**src/rtl/core/pf_pkg.sv**
```systemverilog
// shared constants and types for the prime factorizer
`timescale 1ns / 1ps

package pf_pkg;

    // default sizes
    localparam int WIDTH_DEF       = 16;
    localparam int MAX_FACTORS_DEF = 16;

    // width of one emitted factor
    localparam int FACTOR_W = 16;

    // status from the serial divider back to the sequencer
    typedef struct packed {
        logic done;
        logic rem_zero;
    } t_div_status;

endpackage

```
**src/rtl/core/pf_divider.sv**
```systemverilog
// bit-serial restoring divider, one quotient bit per cycle
`timescale 1ns / 1ps

module pf_divider #(
    parameter int WIDTH = pf_pkg::WIDTH_DEF
) (
    input  logic               i_clk,
    input  logic               i_rst_n,
    input  logic               i_start,
    input  logic [WIDTH-1:0]   i_dividend,
    input  logic [WIDTH-1:0]   i_divisor,
    output logic [WIDTH-1:0]   o_quotient,
    output pf_pkg::t_div_status o_status
);

    localparam int CNT_W = $clog2(WIDTH + 1);

    logic [WIDTH-1:0] r_rem;
    logic [WIDTH-1:0] r_quo;
    logic [WIDTH-1:0] r_div;
    logic [CNT_W-1:0] r_cnt;
    logic             r_done;

    logic [WIDTH:0]   w_shift;
    logic             w_ge;
    logic [WIDTH:0]   w_diff;
    logic [WIDTH-1:0] n_rem;

    // one restoring step: shift in next dividend bit, subtract if it fits
    always_comb begin
        w_shift = {r_rem, r_quo[WIDTH-1]};
        w_ge    = (w_shift >= {1'b0, r_div});
        w_diff  = w_shift - {1'b0, r_div};
        n_rem   = w_ge ? w_diff[WIDTH-1:0] : w_shift[WIDTH-1:0];
    end

    // control: step counter and done pulse
    always_ff @(posedge i_clk) begin
        if (!i_rst_n) begin
            r_cnt  <= '0;
            r_done <= 1'b0;
        end else begin
            r_done <= 1'b0;
            if (i_start) begin
                r_cnt <= CNT_W'(WIDTH);
            end else if (r_cnt != '0) begin
                r_cnt <= r_cnt - CNT_W'(1);
                if (r_cnt == CNT_W'(1)) begin
                    r_done <= 1'b1;
                end
            end
        end
    end

    // datapath: partial remainder and quotient shift register
    always_ff @(posedge i_clk) begin
        if (i_start) begin
            r_rem <= '0;
            r_quo <= i_dividend;
            r_div <= i_divisor;
        end else if (r_cnt != '0) begin
            r_rem <= n_rem;
            r_quo <= {r_quo[WIDTH-2:0], w_ge};
        end
    end

    assign o_quotient        = r_quo;
    assign o_status.done     = r_done;
    assign o_status.rem_zero = (r_rem == '0);

endmodule

```
**src/rtl/core/prime_factorizer.sv**
```systemverilog
// prime factorizer top level: trial division sequencer, factor store, output register
//
// channel   direction  handshake            payload
// input     in         i_valid / o_ready    i_value
// result    out        o_valid / i_ready    o_factor, o_last, o_no_factors
//
// one item at a time; each trial divisor goes through a check, a divider start,
// WIDTH serial divider steps and done, whether it divides or not.
// results then leave one per cycle while i_ready is high, greatest factor first; an input
// below two gives a single no-factors result. o_ready is high only between items.
// synchronous active-low reset clears control; the output register holds under stall.
`timescale 1ns / 1ps

module prime_factorizer #(
    parameter int WIDTH       = pf_pkg::WIDTH_DEF,
    parameter int MAX_FACTORS = pf_pkg::MAX_FACTORS_DEF
) (
    input  logic                        i_clk,
    input  logic                        i_rst_n,
    input  logic                        i_valid,
    output logic                        o_ready,
    input  logic [WIDTH-1:0]            i_value,
    output logic                        o_valid,
    input  logic                        i_ready,
    output logic [pf_pkg::FACTOR_W-1:0] o_factor,
    output logic                        o_last,
    output logic                        o_no_factors
);

    localparam int FW   = pf_pkg::FACTOR_W;
    localparam int SW   = WIDTH + 1;
    localparam int CW   = $clog2(MAX_FACTORS + 1);
    localparam int IW   = (MAX_FACTORS > 1) ? $clog2(MAX_FACTORS) : 1;

    typedef enum logic [2:0] {
        ST_IDLE,
        ST_NONE,
        ST_CHECK,
        ST_DIV,
        ST_EMIT
    } t_state;

    t_state              r_state;
    logic [WIDTH-1:0]    r_n;
    logic [WIDTH-1:0]    r_d;
    logic [SW-1:0]       r_dsq;
    logic [CW-1:0]       r_count;
    logic                r_div_start;
    logic                r_o_valid;
    logic [FW-1:0]       r_o_factor;
    logic                r_o_last;
    logic                r_o_no_factors;

    logic [FW-1:0]       r_store [MAX_FACTORS];

    logic [WIDTH-1:0]    w_quotient;
    pf_pkg::t_div_status w_status;

    logic                w_slot_free;
    logic                w_past_root;
    logic                w_wr_en;
    logic [WIDTH-1:0]    w_wr_src;
    logic [WIDTH+FW-1:0] w_wr_ext;
    logic [FW-1:0]       w_wr_data;
    logic [CW-1:0]       w_rd_cnt;
    logic [IW-1:0]       w_rd_idx;
    logic [SW-1:0]       n_dsq;

    // serial divider for each trial
    pf_divider #(
        .WIDTH (WIDTH)
    ) u_divider (
        .i_clk      (i_clk),
        .i_rst_n    (i_rst_n),
        .i_start    (r_div_start),
        .i_dividend (r_n),
        .i_divisor  (r_d),
        .o_quotient (w_quotient),
        .o_status   (w_status)
    );

    // trial control, store write and read addressing
    always_comb begin
        w_slot_free = !r_o_valid || i_ready;
        w_past_root = (r_dsq > {1'b0, r_n});
        w_wr_en     = 1'b0;
        w_wr_src    = r_d;
        if (r_state == ST_CHECK && w_past_root && r_n > WIDTH'(1)) begin
            w_wr_en  = 1'b1;
            w_wr_src = r_n;
        end else if (r_state == ST_DIV && w_status.done && w_status.rem_zero) begin
            w_wr_en  = 1'b1;
            w_wr_src = r_d;
        end
        // drop factors once the store is full
        if (r_count >= CW'(MAX_FACTORS)) begin
            w_wr_en = 1'b0;
        end
        w_wr_ext  = {{FW{1'b0}}, w_wr_src};
        w_wr_data = w_wr_ext[FW-1:0];
        w_rd_cnt  = r_count - CW'(1);
        w_rd_idx  = w_rd_cnt[IW-1:0];
        // next square: (d+1)^2 = d^2 + 2d + 1
        n_dsq     = r_dsq + {r_d, 1'b0} + SW'(1);
    end

    // factor store
    always_ff @(posedge i_clk) begin
        if (w_wr_en) begin
            r_store[r_count[IW-1:0]] <= w_wr_data;
        end
    end

    // sequencer and output register
    always_ff @(posedge i_clk) begin
        if (!i_rst_n) begin
            r_state     <= ST_IDLE;
            r_count     <= '0;
            r_div_start <= 1'b0;
            r_o_valid   <= 1'b0;
        end else begin
            r_div_start <= 1'b0;
            if (r_o_valid && i_ready) begin
                r_o_valid <= 1'b0;
            end
            if (w_wr_en) begin
                r_count <= r_count + CW'(1);
            end
            case (r_state)
                ST_IDLE: begin
                    if (i_valid) begin
                        r_n     <= i_value;
                        r_d     <= WIDTH'(2);
                        r_dsq   <= SW'(4);
                        r_count <= '0;
                        r_state <= (i_value < WIDTH'(2)) ? ST_NONE : ST_CHECK;
                    end
                end
                ST_NONE: begin
                    if (w_slot_free) begin
                        r_o_valid      <= 1'b1;
                        r_o_factor     <= '0;
                        r_o_last       <= 1'b1;
                        r_o_no_factors <= 1'b1;
                        r_state        <= ST_IDLE;
                    end
                end
                ST_CHECK: begin
                    if (w_past_root) begin
                        r_state <= ST_EMIT;
                    end else begin
                        r_div_start <= 1'b1;
                        r_state     <= ST_DIV;
                    end
                end
                ST_DIV: begin
                    if (w_status.done) begin
                        if (w_status.rem_zero) begin
                            r_n <= w_quotient;
                        end else begin
                            r_d   <= r_d + WIDTH'(1);
                            r_dsq <= n_dsq;
                        end
                        r_state <= ST_CHECK;
                    end
                end
                ST_EMIT: begin
                    if (w_slot_free) begin
                        r_o_valid      <= 1'b1;
                        r_o_factor     <= r_store[w_rd_idx];
                        r_o_last       <= (r_count == CW'(1));
                        r_o_no_factors <= 1'b0;
                        r_count        <= w_rd_cnt;
                        if (r_count == CW'(1)) begin
                            r_state <= ST_IDLE;
                        end
                    end
                end
                default: begin
                    r_state <= ST_IDLE;
                end
            endcase
        end
    end

    assign o_ready      = (r_state == ST_IDLE);
    assign o_valid      = r_o_valid;
    assign o_factor     = r_o_factor;
    assign o_last       = r_o_last;
    assign o_no_factors = r_o_no_factors;

endmodule
```
**config.mk**
```make
export PLATFORM = sky130hd
export DESIGN_NAME = prime_factorizer
export DESIGN_NICKNAME = d
export VERILOG_FILES = /design/src/rtl/core/pf_pkg.sv /design/src/rtl/core/pf_divider.sv /design/src/rtl/core/prime_factorizer.sv
export SDC_FILE = /design/constraint.sdc
export NUM_CORES = 1
export LEC_CHECK = 0
export CORE_AREA = 5 5 227 185
export DETAILED_ROUTE_END_ITERATION = 12
export DIE_AREA = 0 0 232 190
export DONT_BUFFER_PORTS = 1
export GPL_ROUTABILITY_DRIVEN = 0
export HOLD_SLACK_MARGIN = 0.06
export MAX_ROUTING_LAYER = met4
export PLACE_DENSITY = 0.66
export SKIP_LAST_GASP = 1
export SYNTH_ARGS = -nofsm -noshare
export SYNTH_HDL_FRONTEND = slang
export SYNTH_SLANG_ARGS = --single-unit
export TNS_END_PERCENT = 30
```
**constraint.sdc**
```tcl
create_clock -name i_clk -period 3.7 [get_ports i_clk]
set_clock_uncertainty 0.1 [all_clocks]
set_input_delay 0.185 -clock i_clk [delete_from_list [all_inputs] [get_ports i_clk]]
set_output_delay 0.185 -clock i_clk [all_outputs]
set_load 0.005 [all_outputs]
```
==> run_results.csv <==
group,metric,value,unit
sta,finalCriticalPeriod,3.31,ns
worst_hold_path,hold_class,"in -> reg",
yosys,synth_seq_cells,387,
yosys,synth_commonest_cells,"edfxtp_1, nand2_1, nor2_1",
routing,drtPass1Iterations,5,
worst_setup_path,worstPathMaxFanout,10,
floorplanning,rows,66,
place,dp_hpwl,26500,um
routing,drc,0,
grt,antenna_found_initial,1,
worst_setup_path,required,3.86,ns
cts,cts_tree,"done",
cts,insertion_delay,0.55,ns
yosys,yosys.area.top_type,"edfxtp_1",
sta,rsz0062_at_grt,"no",
yosys,synthTopCellsByArea,"edfxtp_1, mux4_2, ha_1",
sta,max_freq,302,MHz
sta,slew_viol_final,0,
yosys,synth-main-ff-cell,"edfxtp_1",
grt,grt_pass1_wl,61500,um
place,post-place-cells,1728,
worst_setup_path,path_class,"reg -> reg",
cells_and_area,drive_above_1_share,20.0,%
yosys,synthArstFlopShare,0,%
floorplanning,io_pins,40,
yosys,syn_inst,1174,
cells_and_area,layout.nets,1323,
power,internal_power,10.6,mW
worst_setup_path,crit_family,"simple AND/OR/NAND/NOR gates",
power,ir_drop,0.475,mV
floorplanning,die_x,232,um
worst_setup_path,path_cells,"inv_1 > ha_1 > nand4b_1 > nor4_2 > o31ai_1 > o2111ai_2 > a32o_1 > nand2_1 > nor2_2 > buf_12",
yosys,syn_area_per_cell,15.0,um2
yosys,synth_xor_xnor_area_share,1.94,%
yosys,synth-edff-count,355,
grt,grt_max_degree,36,
yosys,synth.most_common_cell,"edfxtp_1",
power,p_clk_share,24.9,%
grt,grt_usage,18.8,%
worst_setup_path,cp.arrival,3.47,ns
yosys,synth_top_family_by_area,"multiplexers",
yosys,synth_cell_types,74,
worst_setup_path,crit_buf_inv,2,
routing,vias,10269,
cts,cts_setup_buffers,0,
cts,htree_num_levels,2,
power,seqPwrFrac,38.5,%
cts,path_clk_slew,0.06,ns
cells_and_area,final_cells,1819,
worst_setup_path,regToRegStartpoint,"r_n[15]",
sta,post-route-period-util,89.5,%
routing,drt_wl_total,40200,um
floorplanning,core_area,39800,um2
cts,cts_sinks,387,
sta,max_slew_margin,25.5,%
yosys,synthMuxAreaShare,11.8,%
power,powerDensity,790,nW/um2
yosys,synth-simple-area-share,9.06,%
grt,grt_pass1_vias,10054,
routing,ant_nets,0,
sta,hold_viol,0,
power,p_leak,6.86,nW
yosys,yosys_warnings,0,
floorplanning,dieArea,44100,um2
power,power.share.switching,33.3,%
yosys,seq_area_frac_synth,64.3,%
place,place.port_buffers,0,
worst_setup_path,crit_path_start,"r_n[15]",
floorplanning,start_util,44.2,%
worst_setup_path,slowest_delay,0.42,ns
cts,clock_path_buffers,3,
routing,drt-initial-drc-count,986,
worst_setup_path,cpMaxStageDelayCell,"edfxtp_1",
power,pwr-share-comb,36.6,%
yosys,synthAdderAreaFrac,4.14,%
cells_and_area,final_core_utilization,50.3,%
routing,wl_per_cell,22.1,um
sta,tightestPinTransition,1.11,ns
cells_and_area,syn_to_final_growth,13.9,%
yosys,syn_nets,1251,
worst_setup_path,cp-end-kind,"register",
yosys,synth_compound_area_share,6.21,%
yosys,synth_top_cell_area_share,60.7,%
grt,grt_remaining_overflow,0,
yosys,syn_area,17600,um2
worst_setup_path,cp-start-kind,"register",
sta,finalSetupTns,0,ns
run_status,status,"finished clean",
floorplanning,die_h,190,um
cts,root_buffer,"clkbuf_16",
worst_hold_path,hold_path.startpoint,"i_valid",
routing,vias_per_cell,5.65,
run,cap_violations,0,
cts,cts_made_buffers,41,
power,p_sw,5.27,mW
sta,setup_violations,0,
==> metal layers <==
metal | GRT usage [%] | vias to the layer above | wire [um]
met5 | - | - | 0
met3 | 3.49 | 55 | 2580
met2 | 26.8 | 327 | 17900
li1 | - | 4687 | -
met1 | 28.3 | 5200 | 19000
met4 | 4.16 | 0 | 675
==> placed cells by master (no fill, tap or decap), types with 12 or more instances in the layout <==
cell,Yosys,layout
o21ai_0,26,26
nor2_1,90,77
edfxtp_1,355,355
a21oi_1,35,34
clkbuf_16,0,43
dlygate4sd3_1,1,19
nand2_1,105,105
nand3_1,26,26
nor4_1,13,12
nor2b_1,23,23
xnor2_1,17,17
buf_4,1,52
nor3_1,22,19
dfxtp_1,32,30
inv_1,52,52
o21ai_1,12,12
nor2_2,0,13
xor2_1,20,19
mux4_2,80,80
mux2_2,17,17
ha_1,55,54
==> metrics by stage <==
step	hold slack, ns	setup WS, ns	power (mW)	instance area [um2]
2_1_floorplan	0.216	0.243	10.4	17600
3_3_place_gp	0.224	0.469	11.9	18600
3_5_place_dp	0.223	0.457	12.0	18600
4_1_cts	0.0612	0.416	15.9	20000
5_1_grt	0.0989	0.178	16.7	20000
6_report	0.0987	0.387	15.8	20000
==> power by group through the flow <==
stage | registers [mW] | logic, mW | clock network (mW)
5_1_grt | 6.14 | 6.30 | 4.21
3_5_place_dp | 6.17 | 5.78 | 0
2_1_floorplan | 6.00 | 4.36 | 0
4_1_cts | 6.08 | 5.85 | 4.02
3_3_place_gp | 6.17 | 5.70 | 0
6_report | 6.09 | 5.79 | 3.95
==> worst min-delay path, stage by stage <==
cell and delay, ns:
a21oi_1 0.10, nor2_1 0.05, buf_4 0.20
==> state kept, by name, indices dropped and copies added, names as in the netlist, 3 cells and up <==
register,flops
u_divider.r_cnt,5
o_factor,16
r_state,3
r_count,5
u_divider.r_rem,16
u_divider.o_quotient,16
r_store,256
r_d,16
u_divider.r_div,16
r_n,16
r_dsq,17
==> timing repair <==
action | CTS | global route
resized for setup | 0 | 0
hold buffers | 19 | 0
endpoints found under the hold margin | 45 | 0
==> cell families (layout without fill, tap and decap cells) <==
| logic type | count (synthesis) | count (layout) |
|---|---|---|
| muxes | 105 | 105 |
| AOI/OAI and AO/OA | 154 | 154 |
| adders and majority gates | 57 | 57 |
| xor gates and xnor gates | 38 | 38 |
| buffers and inverters | 98 | 198 |
| and+or+nand+nor | 335 | 335 |
| DFF | 387 | 387 |
| other | 0 | 1 |
==> layout make-up <==
cell class,count,area (um2)
inverter,52,195
multi-input combinational,689,5910
clock inverter,23,165
sequential,387,11300
tap,544,681
fill,3351,19800
antenna,1,2.50
clock buffer,48,1100
timing repair buffer,75,661
==> worst paths after layout <==
check,end,slack [ns],cells past startpoint
worst max-delay path,r_store[6][2],0.39,10
worst min-delay path,r_n[13],0.1,3
worst max register to register,r_store[6][2],0.39,10
worst min register to register,u_divider.r_rem[15],0.40,2
No activity file was read; power rests on OpenSTA's default activity.
